### config.mk
export PLATFORM = sky130hd
export DESIGN_NAME = laser_spot_detector_autorange_unit
export DESIGN_NICKNAME = d
export VERILOG_FILES = /design/src/design/lsda_pkg.sv /design/src/design/lsda_ram.sv /design/src/design/laser_spot_detector_autorange_unit.sv
export SDC_FILE = /design/constraint.sdc
export NUM_CORES = 1
export LEC_CHECK = 0
export BUFFER_PORTS_ARGS = -buffer_cell sky130_fd_sc_hd__buf_4
export CAP_MARGIN = 10
export CORE_MARGIN = 2
export CORE_UTILIZATION = 55
export DETAILED_ROUTE_END_ITERATION = 16
export PLACE_DENSITY = 0.76
export SYNTH_ARGS = -nofsm -noshare
export SYNTH_HDL_FRONTEND = slang
export SYNTH_SLANG_ARGS = --single-unit
### constraint.sdc
create_clock -name aclk -period 19.1 [get_ports aclk]
set_clock_uncertainty 0.2 [all_clocks]
set_input_delay 3.82 -clock aclk [delete_from_list [all_inputs] [get_ports aclk]]
set_output_delay 3.82 -clock aclk [all_outputs]
set_load 0.02 [all_outputs]
### src/design/lsda_pkg.sv
// ----------------------------------------------------------------------------
// lsda_pkg
// Types, codes and constants shared by the laser spot detector with autorange.
// ----------------------------------------------------------------------------
package lsda_pkg;

    localparam int DETECTOR_WINDOW_DEF = 8;
    localparam int AMBIENT_WINDOW_DEF  = 8;

    localparam int SAMPLE_W   = 10;
    localparam int CFG_W      = 16;
    localparam int CFG_ADDR_W = 2;

    // configuration register indexes
    localparam logic [CFG_ADDR_W-1:0] REG_AMB_LIMIT = 2'd0;
    localparam logic [CFG_ADDR_W-1:0] REG_DROP_LOW  = 2'd1;
    localparam logic [CFG_ADDR_W-1:0] REG_DROP_HIGH = 2'd2;
    localparam logic [CFG_ADDR_W-1:0] REG_SETTLE    = 2'd3;

    localparam logic [9:0]         AMB_LIMIT_RST = 10'd50;
    localparam logic signed [10:0] DROP_LOW_RST  = 11'sd20;
    localparam logic signed [10:0] DROP_HIGH_RST = 11'sd400;
    localparam logic [15:0]        SETTLE_RST    = 16'd100;

    localparam logic [4:0] GAIN_MAX  = 5'd31;
    localparam logic [4:0] GAIN_MIN  = 5'd0;
    localparam logic [9:0] AVG_LOW   = 10'd200;
    localparam logic [9:0] AVG_HIGH  = 10'd900;
    localparam logic [9:0] BIAS_STEP = 10'd100;

    typedef enum logic [2:0] {
        PH_INIT     = 3'd0,
        PH_SAMPLE   = 3'd1,
        PH_ADJUST   = 3'd2,
        PH_RESAMPLE = 3'd3,
        PH_SETTLE   = 3'd4,
        PH_DETECT   = 3'd5,
        PH_DETECTED = 3'd6
    } phase_t;

    typedef enum logic [1:0] {
        BIAS_NONE = 2'd0,
        BIAS_UP   = 2'd1,
        BIAS_DOWN = 2'd2
    } bias_t;

    typedef enum logic [2:0] {
        ST_IDLE,
        ST_READ,
        ST_ACCUM,
        ST_DIV,
        ST_DECIDE
    } ctl_state_t;

    typedef struct packed {
        logic [SAMPLE_W-1:0] detector_sample;
        logic [SAMPLE_W-1:0] ambient_sample;
    } lsda_in_t;

    typedef struct packed {
        logic [2:0]          phase;
        logic [4:0]          gain_step;
        logic                laser_found;
        logic [SAMPLE_W-1:0] detector_average;
        logic                settling;
    } lsda_out_t;

    function automatic logic [9:0] thr_low(input bias_t b);
        unique case (b)
            BIAS_UP:   return AVG_LOW + BIAS_STEP;
            BIAS_DOWN: return AVG_LOW - BIAS_STEP;
            default:   return AVG_LOW;
        endcase
    endfunction

    function automatic logic [9:0] thr_high(input bias_t b);
        unique case (b)
            BIAS_UP:   return AVG_HIGH + BIAS_STEP;
            BIAS_DOWN: return AVG_HIGH - BIAS_STEP;
            default:   return AVG_HIGH;
        endcase
    endfunction

endpackage

### src/design/lsda_ram.sv
// ----------------------------------------------------------------------------
// lsda_ram
// Generic single write port, single read port RAM with a registered read.
// ----------------------------------------------------------------------------
module lsda_ram #(
    parameter int WIDTH = 10,
    parameter int DEPTH = 8
) (
    input  logic                     clk,
    input  logic                     wr_en,
    input  logic [$clog2(DEPTH)-1:0] wr_addr,
    input  logic [WIDTH-1:0]         wr_data,
    input  logic                     rd_en,
    input  logic [$clog2(DEPTH)-1:0] rd_addr,
    output logic [WIDTH-1:0]         rd_data
);

    logic [WIDTH-1:0] mem [DEPTH];

    always_ff @(posedge clk) begin
        if (wr_en) begin
            mem[wr_addr] <= wr_data;
        end
        if (rd_en) begin
            rd_data <= mem[rd_addr];
        end
    end

endmodule

### src/design/laser_spot_detector_autorange_unit.sv
// ----------------------------------------------------------------------------
// laser_spot_detector_autorange_unit
// Laser spot detector with moving-average channels and gain autorange.
// ----------------------------------------------------------------------------
// Usage:
//   s_ channel: one item per converter tick, a detector and an ambient sample.
//   m_ channel: one item per accepted input item: phase, gain step, sticky
//   found flag, detector average and settling flag, all after the tick.
//   cfg_ port: write-only registers, to be written while the block is idle; the block does not enforce this.
// Flow:
//   a tick in the init (once started), sample or resample phase goes through
//   the window RAMs and the per-channel restoring dividers: read, accumulate,
//   divide, then decide. Ticks in other phases go from accept straight to the
//   decide step. The dividers give one quotient bit per cycle.
//   One item is in work at a time; s_ready is high only while idle.
// Reset:
//   aresetn low clears phase, gain, counters and channel state, and loads the
//   register defaults. Window RAM content is tracked by fill counts, so no
//   clearing pass is needed.
// Stall:
//   a result waits in the output register; the next item may be accepted
//   meanwhile, and its result is held back until the register is free.
// ----------------------------------------------------------------------------
module laser_spot_detector_autorange_unit
    import lsda_pkg::*;
#(
    parameter int DETECTOR_WINDOW = DETECTOR_WINDOW_DEF,
    parameter int AMBIENT_WINDOW  = AMBIENT_WINDOW_DEF
) (
    input  logic                  aclk,
    input  logic                  aresetn,
    input  logic                  s_valid,
    output logic                  s_ready,
    input  lsda_in_t              s_data,
    output logic                  m_valid,
    input  logic                  m_ready,
    output lsda_out_t             m_data,
    input  logic                  cfg_wr_en,
    input  logic [CFG_ADDR_W-1:0] cfg_addr,
    input  logic [CFG_W-1:0]      cfg_wdata
);

    localparam int MAX_W = (DETECTOR_WINDOW > AMBIENT_WINDOW) ? DETECTOR_WINDOW
                                                              : AMBIENT_WINDOW;
    localparam int CNT_W = $clog2(MAX_W + 1);
    localparam int PTR_W = $clog2(MAX_W);
    localparam int SUM_W = $clog2(MAX_W * 1023 + 1);
    localparam int DC_W  = $clog2(SUM_W);
    localparam int DA_W  = $clog2(DETECTOR_WINDOW);
    localparam int AA_W  = $clog2(AMBIENT_WINDOW);

    function automatic logic [CNT_W-1:0] chan_len(input int c);
        return (c == 0) ? CNT_W'(DETECTOR_WINDOW) : CNT_W'(AMBIENT_WINDOW);
    endfunction

    // configuration
    logic [9:0]         amb_limit_reg;
    logic signed [10:0] drop_low_reg;
    logic signed [10:0] drop_high_reg;
    logic [15:0]        settle_ticks_reg;

    // block state
    phase_t      phase_reg, phase_next;
    logic        init_done_reg, init_done_next;
    logic [15:0] settle_cnt_reg, settle_cnt_next;
    logic [4:0]  gain_reg, gain_next;
    bias_t       bias_reg, bias_next;

    // channel state, 0 detector, 1 ambient
    logic [CNT_W-1:0]    fill_reg [2];
    logic [CNT_W-1:0]    fill_next [2];
    logic [PTR_W-1:0]    ptr_reg [2];
    logic [PTR_W-1:0]    ptr_next [2];
    logic [SUM_W-1:0]    sum_reg [2];
    logic [SUM_W-1:0]    sum_next [2];
    logic [SAMPLE_W-1:0] avg_reg [2];
    logic [SAMPLE_W-1:0] avg_next [2];
    logic [SAMPLE_W-1:0] ref_reg [2];
    logic [SAMPLE_W-1:0] ref_next [2];

    // per-item working registers
    ctl_state_t          st_reg, st_next;
    logic [SAMPLE_W-1:0] smp_reg [2];
    logic                sampled_reg;
    logic                full_reg [2];
    logic                full_next [2];
    logic                ref_upd_reg [2];
    logic                ref_upd_next [2];
    logic [SUM_W-1:0]    dvd_reg [2];
    logic [SUM_W-1:0]    dvd_next [2];
    logic [CNT_W-1:0]    rem_reg [2];
    logic [CNT_W-1:0]    rem_next [2];
    logic [CNT_W-1:0]    dvs_reg [2];
    logic [CNT_W-1:0]    dvs_next [2];
    logic [DC_W-1:0]     div_cnt_reg, div_cnt_next;

    logic                m_valid_reg;
    lsda_out_t           m_data_reg;

    logic                out_free;
    logic                samp_now;
    logic                ram_rd_en;
    logic                ram_wr_en;
    logic                upd;
    // channels are cleared by the first init tick and by a gain change
    logic                clr;
    logic [SAMPLE_W-1:0] rd_data [2];

    assign out_free = !m_valid_reg || m_ready;
    assign m_valid  = m_valid_reg;
    assign m_data   = m_data_reg;

    // this tick goes through the windows
    always_comb begin
        unique case (phase_reg)
            PH_SAMPLE, PH_RESAMPLE:                      samp_now = 1'b1;
            PH_ADJUST, PH_SETTLE, PH_DETECT, PH_DETECTED: samp_now = 1'b0;
            default:                                     samp_now = init_done_reg;
        endcase
    end

    // ------------------------------------------------------------------
    // window memories
    // ------------------------------------------------------------------
    lsda_ram #(
        .WIDTH (SAMPLE_W),
        .DEPTH (DETECTOR_WINDOW)
    ) u_det_ram (
        .clk     (aclk),
        .wr_en   (ram_wr_en),
        .wr_addr (ptr_reg[0][DA_W-1:0]),
        .wr_data (smp_reg[0]),
        .rd_en   (ram_rd_en),
        .rd_addr (ptr_reg[0][DA_W-1:0]),
        .rd_data (rd_data[0])
    );

    lsda_ram #(
        .WIDTH (SAMPLE_W),
        .DEPTH (AMBIENT_WINDOW)
    ) u_amb_ram (
        .clk     (aclk),
        .wr_en   (ram_wr_en),
        .wr_addr (ptr_reg[1][AA_W-1:0]),
        .wr_data (smp_reg[1]),
        .rd_en   (ram_rd_en),
        .rd_addr (ptr_reg[1][AA_W-1:0]),
        .rd_data (rd_data[1])
    );

    // ------------------------------------------------------------------
    // sequencer
    // ------------------------------------------------------------------
    always_comb begin
        st_next = st_reg;
        unique case (st_reg)
            ST_IDLE: begin
                if (s_valid) begin
                    st_next = samp_now ? ST_READ : ST_DECIDE;
                end
            end
            ST_READ:  st_next = ST_ACCUM;
            ST_ACCUM: st_next = ST_DIV;
            ST_DIV: begin
                if (div_cnt_reg == '0) begin
                    st_next = ST_DECIDE;
                end
            end
            ST_DECIDE: begin
                if (out_free) begin
                    st_next = ST_IDLE;
                end
            end
            default: st_next = ST_IDLE;
        endcase
    end

    always_comb begin
        s_ready   = 1'b0;
        ram_rd_en = 1'b0;
        ram_wr_en = 1'b0;
        upd       = 1'b0;
        unique case (st_reg)
            ST_IDLE:   s_ready   = 1'b1;
            ST_READ:   ram_rd_en = 1'b1;
            ST_ACCUM:  ram_wr_en = 1'b1;
            ST_DECIDE: upd       = out_free;
            default: begin
            end
        endcase
    end

    // ------------------------------------------------------------------
    // channel update and divider
    // ------------------------------------------------------------------
    always_comb begin
        logic                full_now;
        logic [CNT_W-1:0]    len;
        logic [CNT_W:0]      shifted;
        logic                qbit;
        for (int c = 0; c < 2; c++) begin
            fill_next[c]    = fill_reg[c];
            ptr_next[c]     = ptr_reg[c];
            sum_next[c]     = sum_reg[c];
            full_next[c]    = full_reg[c];
            ref_upd_next[c] = ref_upd_reg[c];
            dvd_next[c]     = dvd_reg[c];
            rem_next[c]     = rem_reg[c];
            dvs_next[c]     = dvs_reg[c];
            len             = chan_len(c);
            full_now        = (fill_reg[c] == len);
            shifted         = {rem_reg[c], dvd_reg[c][SUM_W-1]};
            qbit            = (shifted >= {1'b0, dvs_reg[c]});
            if (st_reg == ST_ACCUM) begin
                // full window drops its oldest entry, which sits at the pointer
                sum_next[c] = sum_reg[c] + SUM_W'(smp_reg[c])
                            - (full_now ? SUM_W'(rd_data[c]) : SUM_W'(0));
                fill_next[c]    = full_now ? len : fill_reg[c] + 1'b1;
                full_next[c]    = full_now || (fill_reg[c] + 1'b1 == len);
                ref_upd_next[c] = !(full_now || (fill_reg[c] + 1'b1 == len));
                ptr_next[c]     = (ptr_reg[c] == PTR_W'(len - 1'b1))
                                ? '0 : ptr_reg[c] + 1'b1;
                dvd_next[c]     = sum_next[c];
                rem_next[c]     = '0;
                dvs_next[c]     = fill_next[c];
            end else if (st_reg == ST_DIV) begin
                rem_next[c] = qbit ? CNT_W'(shifted - {1'b0, dvs_reg[c]})
                                   : shifted[CNT_W-1:0];
                dvd_next[c] = {dvd_reg[c][SUM_W-2:0], qbit};
            end
        end
    end

    always_comb begin
        div_cnt_next = div_cnt_reg;
        if (st_reg == ST_ACCUM) begin
            div_cnt_next = DC_W'(SUM_W - 1);
        end else if (st_reg == ST_DIV) begin
            div_cnt_next = div_cnt_reg - 1'b1;
        end
    end

    // ------------------------------------------------------------------
    // phase decisions
    // ------------------------------------------------------------------
    always_comb begin
        logic               both_full;
        logic [9:0]         lo_thr;
        logic [9:0]         hi_thr;
        logic               go_up;
        logic               go_down;
        logic signed [10:0] amb_diff;
        logic [9:0]         damb;
        logic               rebase;
        logic [9:0]         ref0_eff;
        logic signed [10:0] ddet;

        phase_next     = phase_reg;
        init_done_next = init_done_reg;
        settle_cnt_next = settle_cnt_reg;
        gain_next      = gain_reg;
        bias_next      = bias_reg;
        clr            = 1'b0;
        for (int c = 0; c < 2; c++) begin
            avg_next[c] = avg_reg[c];
            ref_next[c] = ref_reg[c];
            if (upd && sampled_reg) begin
                avg_next[c] = dvd_reg[c][SAMPLE_W-1:0];
                if (ref_upd_reg[c]) begin
                    ref_next[c] = dvd_reg[c][SAMPLE_W-1:0];
                end
            end
        end

        both_full = full_reg[0] && full_reg[1];
        lo_thr    = thr_low(bias_reg);
        hi_thr    = thr_high(bias_reg);
        go_up     = (avg_next[0] < lo_thr) && (gain_reg != GAIN_MAX);
        go_down   = (avg_next[0] > hi_thr) && (gain_reg != GAIN_MIN);

        amb_diff = $signed({1'b0, ref_reg[1]}) - $signed({1'b0, avg_reg[1]});
        damb     = amb_diff[10] ? 10'(-amb_diff) : amb_diff[9:0];
        rebase   = (damb > amb_limit_reg);
        ref0_eff = rebase ? avg_reg[0] : ref_reg[0];
        ddet     = $signed({1'b0, ref0_eff}) - $signed({1'b0, avg_reg[0]});

        if (upd) begin
            unique case (phase_reg)
                PH_SAMPLE: begin
                    if (both_full) begin
                        phase_next = (go_up || go_down) ? PH_ADJUST : PH_DETECT;
                    end
                end
                PH_ADJUST: begin
                    clr = 1'b1;
                    if (bias_reg == BIAS_NONE) begin
                        gain_next = GAIN_MIN;
                        bias_next = BIAS_UP;
                    end else if (go_down) begin
                        gain_next = gain_reg - 1'b1;
                        bias_next = BIAS_DOWN;
                    end else if (go_up) begin
                        gain_next = gain_reg + 1'b1;
                        bias_next = BIAS_UP;
                    end else begin
                        clr = 1'b0;
                    end
                    if (clr) begin
                        settle_cnt_next = '0;
                        phase_next      = PH_SETTLE;
                    end else begin
                        phase_next = PH_SAMPLE;
                    end
                end
                PH_RESAMPLE: begin
                    if (both_full) begin
                        phase_next = PH_ADJUST;
                    end
                end
                PH_SETTLE: begin
                    if (settle_cnt_reg == settle_ticks_reg) begin
                        phase_next      = PH_RESAMPLE;
                        settle_cnt_next = settle_cnt_reg + 1'b1;
                    end else if (settle_cnt_reg > settle_ticks_reg) begin
                        settle_cnt_next = 16'd1;
                    end else begin
                        settle_cnt_next = settle_cnt_reg + 1'b1;
                    end
                end
                PH_DETECT: begin
                    if (rebase) begin
                        ref_next[0] = avg_reg[0];
                        ref_next[1] = avg_reg[1];
                    end
                    // after a rebase the ambient change counts as zero
                    if (ddet > drop_low_reg && ddet < drop_high_reg &&
                        (rebase ? (amb_limit_reg != '0) : (damb < amb_limit_reg))) begin
                        phase_next = PH_DETECTED;
                    end else begin
                        phase_next = PH_SAMPLE;
                    end
                end
                PH_DETECTED: begin
                end
                default: begin
                    if (!init_done_reg) begin
                        clr            = 1'b1;
                        init_done_next = 1'b1;
                        phase_next     = PH_INIT;
                    end else if (both_full) begin
                        phase_next = PH_ADJUST;
                    end else begin
                        phase_next = PH_INIT;
                    end
                end
            endcase
        end

        if (clr) begin
            for (int c = 0; c < 2; c++) begin
                avg_next[c] = '0;
                ref_next[c] = '0;
            end
        end
    end

    // ------------------------------------------------------------------
    // registers
    // ------------------------------------------------------------------
    always_ff @(posedge aclk) begin
        if (!aresetn) begin
            amb_limit_reg    <= AMB_LIMIT_RST;
            drop_low_reg     <= DROP_LOW_RST;
            drop_high_reg    <= DROP_HIGH_RST;
            settle_ticks_reg <= SETTLE_RST;
        end else if (cfg_wr_en) begin
            unique case (cfg_addr)
                REG_AMB_LIMIT: amb_limit_reg    <= cfg_wdata[9:0];
                REG_DROP_LOW:  drop_low_reg     <= $signed(cfg_wdata[10:0]);
                REG_DROP_HIGH: drop_high_reg    <= $signed(cfg_wdata[10:0]);
                REG_SETTLE:    settle_ticks_reg <= cfg_wdata[15:0];
                default: begin
                end
            endcase
        end
    end

    always_ff @(posedge aclk) begin
        if (!aresetn) begin
            st_reg         <= ST_IDLE;
            phase_reg      <= PH_INIT;
            init_done_reg  <= 1'b0;
            settle_cnt_reg <= '0;
            gain_reg       <= '0;
            bias_reg       <= BIAS_NONE;
            m_valid_reg    <= 1'b0;
            for (int c = 0; c < 2; c++) begin
                fill_reg[c] <= '0;
                ptr_reg[c]  <= '0;
                sum_reg[c]  <= '0;
                avg_reg[c]  <= '0;
                ref_reg[c]  <= '0;
            end
        end else begin
            st_reg         <= st_next;
            phase_reg      <= phase_next;
            init_done_reg  <= init_done_next;
            settle_cnt_reg <= settle_cnt_next;
            gain_reg       <= gain_next;
            bias_reg       <= bias_next;
            if (upd) begin
                m_valid_reg <= 1'b1;
            end else if (m_ready) begin
                m_valid_reg <= 1'b0;
            end
            for (int c = 0; c < 2; c++) begin
                avg_reg[c] <= avg_next[c];
                ref_reg[c] <= ref_next[c];
                if (clr) begin
                    fill_reg[c] <= '0;
                    ptr_reg[c]  <= '0;
                    sum_reg[c]  <= '0;
                end else begin
                    fill_reg[c] <= fill_next[c];
                    ptr_reg[c]  <= ptr_next[c];
                    sum_reg[c]  <= sum_next[c];
                end
            end
        end
    end

    always_ff @(posedge aclk) begin
        if (st_reg == ST_IDLE && s_valid) begin
            smp_reg[0]  <= s_data.detector_sample;
            smp_reg[1]  <= s_data.ambient_sample;
            sampled_reg <= samp_now;
        end
        for (int c = 0; c < 2; c++) begin
            full_reg[c]    <= full_next[c];
            ref_upd_reg[c] <= ref_upd_next[c];
            dvd_reg[c]     <= dvd_next[c];
            rem_reg[c]     <= rem_next[c];
            dvs_reg[c]     <= dvs_next[c];
        end
        div_cnt_reg <= div_cnt_next;
        if (upd) begin
            m_data_reg.phase            <= phase_next;
            m_data_reg.gain_step        <= gain_next;
            m_data_reg.laser_found      <= (phase_next == PH_DETECTED);
            m_data_reg.detector_average <= avg_next[0];
            m_data_reg.settling         <= (phase_next == PH_SETTLE);
        end
    end

`ifndef SYNTH
    a_fill_bound: assert property (@(posedge aclk) disable iff (!aresetn)
        fill_reg[0] <= CNT_W'(DETECTOR_WINDOW) && fill_reg[1] <= CNT_W'(AMBIENT_WINDOW))
        else $error("window fill count beyond window length");

    a_ptr_fill: assert property (@(posedge aclk) disable iff (!aresetn)
        fill_reg[0] < CNT_W'(DETECTOR_WINDOW) |-> CNT_W'(ptr_reg[0]) == fill_reg[0])
        else $error("detector write pointer out of step with fill count");

    a_result_out: assert property (@(posedge aclk) disable iff (!aresetn)
        (st_reg == ST_DECIDE && out_free) |=> m_valid_reg)
        else $error("finished item did not reach the output register");

    a_div_flow: assert property (@(posedge aclk) disable iff (!aresetn)
        st_reg == ST_DIV |=> (st_reg == ST_DIV || st_reg == ST_DECIDE))
        else $error("divider left early");

    a_sticky: assert property (@(posedge aclk) disable iff (!aresetn)
        phase_reg == PH_DETECTED |=> phase_reg == PH_DETECTED)
        else $error("detected phase was left");
`endif

endmodule

### Yosys cells after proc, flatten, opt, wreduce, memory -nomap -nowiden

Memories as Yosys holds them, arrays and structs flattened. A register that Yosys moved wholly into a read port is not among the register bits.
Index checks and enable logic that the tools add are counted.

| storage, ports and cells | value |
|---|---|
| bits in registers | 104 |
| word-level logic and storage cells | 252 |
| memory bits (writable) | 306 |
| memories | 13 |
| input bits | 43 |
| output and inout port bits | 22 |

| operators by class | value |
|---|---|
| eq/ne operators | 29 |
| reductions and logical operators | 35 |
| bitwise operators | 17 |
| add/sub/neg operators | 17 |
| magnitude comparators | 9 |
| multiplexer cells | 114 |

Memory list:

| memory | depth | width | rd ports | clocked after Yosys merged registers in | wr ports | RTL line | RTL |
|---|---|---|---|---|---|---|---|
| u_amb_ram.mem | 8 | 10 | 1 | 1 | 1 | lsda_ram.sv:18 | `logic [WIDTH-1:0] mem [DEPTH];` |
| u_det_ram.mem | 8 | 10 | 1 | 1 | 1 | lsda_ram.sv:18 |  |
| dvd_reg | 2 | 13 | 2 | 0 | 2 | laser_spot_detector_autorange_unit.sv:89 | `logic [SUM_W-1:0] dvd_reg [2];` |
| sum_reg | 2 | 13 | 2 | 0 | 2 | laser_spot_detector_autorange_unit.sv:74 | `logic [SUM_W-1:0] sum_reg [2];` |
| avg_reg | 2 | 10 | 2 | 0 | 2 | laser_spot_detector_autorange_unit.sv:76 | `logic [SAMPLE_W-1:0] avg_reg [2];` |
| ref_reg | 2 | 10 | 2 | 0 | 2 | laser_spot_detector_autorange_unit.sv:78 | `logic [SAMPLE_W-1:0] ref_reg [2];` |
| 7 more memories | -- | -- | -- | -- | -- | -- |  |

Operators by type and width:

| cell | number |
|---|---|
| 2-to-1 mux 10 bit | 14 |
| 2-to-1 mux 13 bit | 10 |
| 2-to-1 mux 20 bit | 5 |
| 2-to-1 mux 4 bit | 16 |
| 2-to-1 mux 3 bit | 19 |
| 2-to-1 mux 16 bit | 3 |
| one-hot mux 16 bit (2 select lines) | 1 |
| 2-to-1 mux 1 bit | 30 |
| adder 13 x 10 -> 13 bit | 2 |
| subtractor 13 x 10 -> 13 bit | 2 |
| 2-to-1 mux 5 bit | 5 |
| == test 3 bit, second input constant | 8 |
| subtractor 10 x 10 -> 11 bit | 2 |
| > comparator 10 bit | 2 |
| < comparator 10 bit | 2 |
| one-hot mux 3 bit (6 select lines) | 1 |
| one-hot mux 9 bit (2 select lines) | 1 |
| adder 16 x 1 -> 16 bit, second input constant | 1 |
| == test 16 bit | 1 |
| == test 4 bit, second input constant | 4 |
| > comparator 16 bit | 1 |
| OR 1 bit | 16 |
| one-hot mux 8 bit (2 select lines) | 1 |
| one-hot mux 3 bit (5 select lines) | 1 |
| other kinds (35) | 73 |

### Depth between registers and ports, before layout

| logic depth | value |
|---|---|
| word-level depth | 19 |
| depth in mapped cells | 38 |
| gate-level depth less buffers | 38 |

### Hierarchy

Synthesis repeated with hierarchy kept, for this count alone.

| second synthesis, totals | value |
|---|---|
| cell total of the unflattened synthesis | 1932 |
| area, all modules | 21569.4 um^2 |

By module, submodules not included:

| module | cells each | area each (um^2) | sequential area each (um^2) | instances |
|---|---|---|---|---|
| laser_spot_detector_autorange_unit | 1656 | 14702.9 | 6195.9 | 1 |
| lsda_ram | 138 | 3433.3 | 2702.6 | 2 |

### Worst setup path before layout

No wires, ideal clock.

| path | value |
|---|---|
| path kind | input to register |
| start | input m_ready |
| end | memory fill_reg[0][0] (netlist bit), enable pin |
| setup time | 0.395 ns |
| buffers on the path | 2 |
| stages on the path | 15 |
| slack | 11.501 ns |
| data arrival time | 7.004 ns |
| data required time | 18.505 ns |
| cells stage by stage | nand2b_1 clkbuf_1 nand3_1 buf_4 mux2i_1 inv_1 ha_1 or4b_1 a311oi_1 a211oi_2 o2111a_2 nor2_2 a21oi_1 nor2b_1 nand2_1 |

RTL lines:

| element | RTL line | RTL |
|---|---|---|
| start: declaration | laser_spot_detector_autorange_unit.sv:36 | `input logic m_ready,` |
| end: declaration | laser_spot_detector_autorange_unit.sv:70 | `logic [CNT_W-1:0] fill_reg [2];` |

==> parameters.txt <==
Parameter                              Value

Outcome
  Run status    finished, final reports clean

Detailed routing
  Remaining routing DRC violations    0
  Length of routed met2 wiring    21100 µm
  Violation count after the first detailed-route iteration    962
  Router iterations before antenna repair    7
  Met3 routed WL    2150 µm
  Length of routed wiring on met1    19700 µm
  Number of vias per cell    5.60
  Number of vias after detailed routing    14700
  Drt total wl    44100 µm
  Post-detailed-route wirelength per cell    16.8 µm
  Uppermost signal routing layer after detailed routing    met4
  Antenna-violating nets left    0

Floorplan
  Core box area    0.0388 mm²
  Starting density of the core    56.0%
  Die boundary width    203 µm
  Ports    65
  Die area    0.0411 mm²
  Vertical extent of the die    203 µm
  Site row count    72

Pwr
  Part of the power in registers    39.5%
  Internal Dissipation    0.00195 W
  Part of the power in the clock network    29.4%
  Switching power total    0.000936 W
  Net switching share of the total power    32.4%
  Cell leakage power    9.38 nW
  Power share of the combinational group    31.1%
  Cell Pwr Density    120 mW/mm²
  Largest vdd supply drop    0.0950 mV

Finish
  Fill cell instance count of the final layout    3074
  Multi-input logic area    0.00906 mm²
  Area growth syn-to-layout    11.1%
  Layout net count    2262
  Final core occ    62.2%
  Storage element area    0.0116 mm²
  Final cell count without fillers    2620
  Registers with the highest flip-flop counts    u_amb_ram.mem (80), u_det_ram.mem (80)
  Fraction of final layout cells sized beyond drive strength 1    9.94%
  Antenna Diode Count    0

Synthesis
  Number of warnings printed during yosys synthesis    0
  Number of cells produced by synthesis    2015
  FF+latch count, synth    430
  Top-area cell type share of the netlist area    41.3%
  Mean post-synth cell area    10.8 µm²
  Mapped cell area    0.0217 mm²
  Primary flip-flop cell chosen by synthesis mapping    sky130_fd_sc_hd__edfxtp_1
  Synth area leader    sky130_fd_sc_hd__edfxtp_1
  Share of flip-flops with an asynchronous set or reset after synthesis    0%
  Synthesized Nets    2210
  Synth top area cells    sky130_fd_sc_hd__edfxtp_1, sky130_fd_sc_hd__dfxtp_1, sky130_fd_sc_hd__ha_1, sky130_fd_sc_hd__nand2_1, sky130_fd_sc_hd__inv_1
  Post-synth EDFFs    299
  Share of the yosys chip area belonging to registers    53.4%
  Number of different library cells in the post-synthesis netlist    83

GRT
  Vias in the first global route    14600
  Wire length of the first global-routing pass    72900 µm
  Number of antenna violations at the first check in global routing    0
  Maximum number of pins on one net before global-route repair    77
  All-layer global routing usage    21.8%
  Aggregate global routing overflow    0

CTS
  Clk sink count    430
  Cts repair resizes    0
  TritonCTS clock tree    done
  Number of CTS-inserted buffers    44
  Clock-pin slew on the worst setup and hold paths    0.06 ns
  Hold buffers post-CTS    0
  H-tree depth    2
  CTS Root Cell    sky130_fd_sc_hd__clkbuf_16
  Post-CTS Repair Setup Buffers    0
  Source-to-sink clock delay at the later pin of the worst-skew pair    0.58 ns
  Worst-case clock buffer depth    3

Placed design
  Port Buffer Count    64
  Half-perimeter wire length after placement    30800 µm
  Weighted congestion at the end of routability-driven global placement    0.893
  Count of placed standard cells including taps    2539

STA
  Clock period minus final worst setup slack    8.96 ns
  Setup-violating endpoint count in the final report    0
  Hold Vio Cnt, Final    0
  Relative slew slack    22.7%
  Setup repair after global routing missed its margin    false
  Transition time at the pin with the least slew margin    1.16 ns
  Highest achievable clock rate    112 MHz
  Number of max-slew violations in the final report    0
  Aggregate negative setup slack    0 ns
  Period utilisation layout    46.9%

Worst setup path
  Critical Setup Path Class    reg -> reg
  Slowest library cell on the worst path    sky130_fd_sc_hd__o31ai_1
  Most frequent cell on the critical path    sky130_fd_sc_hd__o21ai_0
  Critical Path AT    9.09 ns
  Critical path fanouts, max    19
  Critical Path Max Stage Delay    0.64 ns
  CP top delay family    compound AO/OA/AOI/OAI gates
  CP startpoint kind    flip-flop
  Count of buffer and inverter cells on the critical path    1
  Endpoint required time on the critical path    19.23 ns
  Element type at the critical path end    flip-flop

Worst hold path
  Worst min-delay path class    reg -> reg

Run
  Max-cap violation count    0
-- metal layers --
layer	global-route usage [%]	vias to the layer above
met2	36.6	374
met1	29.1	7009
met3	3.23	83
met5	0	-
li1	-	7216
met4	7.77	0
-- worst register-to-register path, delay by kind of cell, from the launching register on --
family | cells | cell delay [ns]
AO/OA/AOI/OAI | 20 | 4.76
adder cells (fa/ha/maj) | 5 | 1.54
AND/OR/NAND/NOR | 7 | 1.21
XOR/XNOR | 2 | 0.37
flip-flops | 1 | 0.34
multiplexers | 1 | 0.25
buffers and inverters | 1 | 0.05
-- cells in the mapped netlist (36+ instances only) --
cell type                  number
sky130_fd_sc_hd__nand2_1      239
sky130_fd_sc_hd__a21boi_0      45
sky130_fd_sc_hd__inv_1        203
sky130_fd_sc_hd__clkbuf_1      60
sky130_fd_sc_hd__xor2_1        37
sky130_fd_sc_hd__dfxtp_1      131
sky130_fd_sc_hd__edfxtp_1     299
sky130_fd_sc_hd__o21ai_0       82
sky130_fd_sc_hd__ha_1         128
sky130_fd_sc_hd__nand3_1       46
sky130_fd_sc_hd__nor2_1       186
sky130_fd_sc_hd__and2_1        41
sky130_fd_sc_hd__nor3_1        36
sky130_fd_sc_hd__a21oi_1       69
-- path summary, 6_finish.rpt --
kind	from	endpoint	slack [ns]	cells past startpoint
worst max-delay path	avg_reg[0][12]	m_data[11]	10.14	36
worst min-delay path	drop_high_reg[0]	drop_high_reg[0]	0.26	2
worst max register to register	avg_reg[0][12]	m_data[11]	10.14	36
worst min register to register	drop_high_reg[0]	drop_high_reg[0]	0.26	2
-- placed cells by master (no fill, tap or decap), types with 28 or more instances in the layout --
master and count:
sky130_fd_sc_hd__ha_1 128, sky130_fd_sc_hd__inv_1 203, sky130_fd_sc_hd__a21oi_1 69, sky130_fd_sc_hd__a21boi_0 45
sky130_fd_sc_hd__buf_4 84, sky130_fd_sc_hd__nor3_1 35, sky130_fd_sc_hd__dfxtp_1 131, sky130_fd_sc_hd__xnor2_1 28
sky130_fd_sc_hd__nand3_1 46, sky130_fd_sc_hd__edfxtp_1 299, sky130_fd_sc_hd__nor2_1 186, sky130_fd_sc_hd__o21ai_0 82
sky130_fd_sc_hd__nand2_1 239, sky130_fd_sc_hd__xor2_1 37, sky130_fd_sc_hd__clkbuf_16 47, sky130_fd_sc_hd__and2_1 41
-- final cells by class --
| cell class | count | area share [%] |
|---|---|---|
| clock buffers | 59 | 5.14 |
| multi-input cells | 1302 | 37.5 |
| inverters | 205 | 3.19 |
| well taps | 518 | 2.68 |
| flip-flops and latches | 430 | 48.0 |
| repair buffers | 84 | 2.61 |
| clock inverters | 22 | 0.793 |
-- through the flow --
stage	total power, W	cell area [µm²]	setup WS (ns)	hold WS, ns
global route	0.00307	24100	9.25	0.294
finish	0.00289	24100	10.14	0.264
floorplan	0.00184	21700	11.50	0.226
CTS	0.00290	24100	10.15	0.269
global placement	0.00201	22700	9.96	0.245
detailed placement	0.00205	22700	9.80	0.257
-- cell families after synthesis --
group | synth area share [%]
adders and majority gates | 9.58
buffers and inverters | 5.10
AOI/OAI and AO/OA | 11.8
DFF | 53.4
and+or+nand+nor | 14.1
xor gates and xnor gates | 2.62
muxes | 3.45
-- power groups by stage --
| stage | Combinational [W] | Sequential, W | Clock (W) |
|---|---|---|---|
| 6_report | 0.000897 | 0.00114 | 0.000851 |
| 2_1_floorplan | 0.000691 | 0.00115 | 0 |
| 3_3_place_gp | 0.000852 | 0.00116 | 0 |
| 4_1_cts | 0.000896 | 0.00114 | 0.000867 |
| 5_1_grt | 0.00102 | 0.00115 | 0.000904 |
| 3_5_place_dp | 0.000892 | 0.00116 | 0 |
Note: power is estimated with default switching activity, not from simulation.
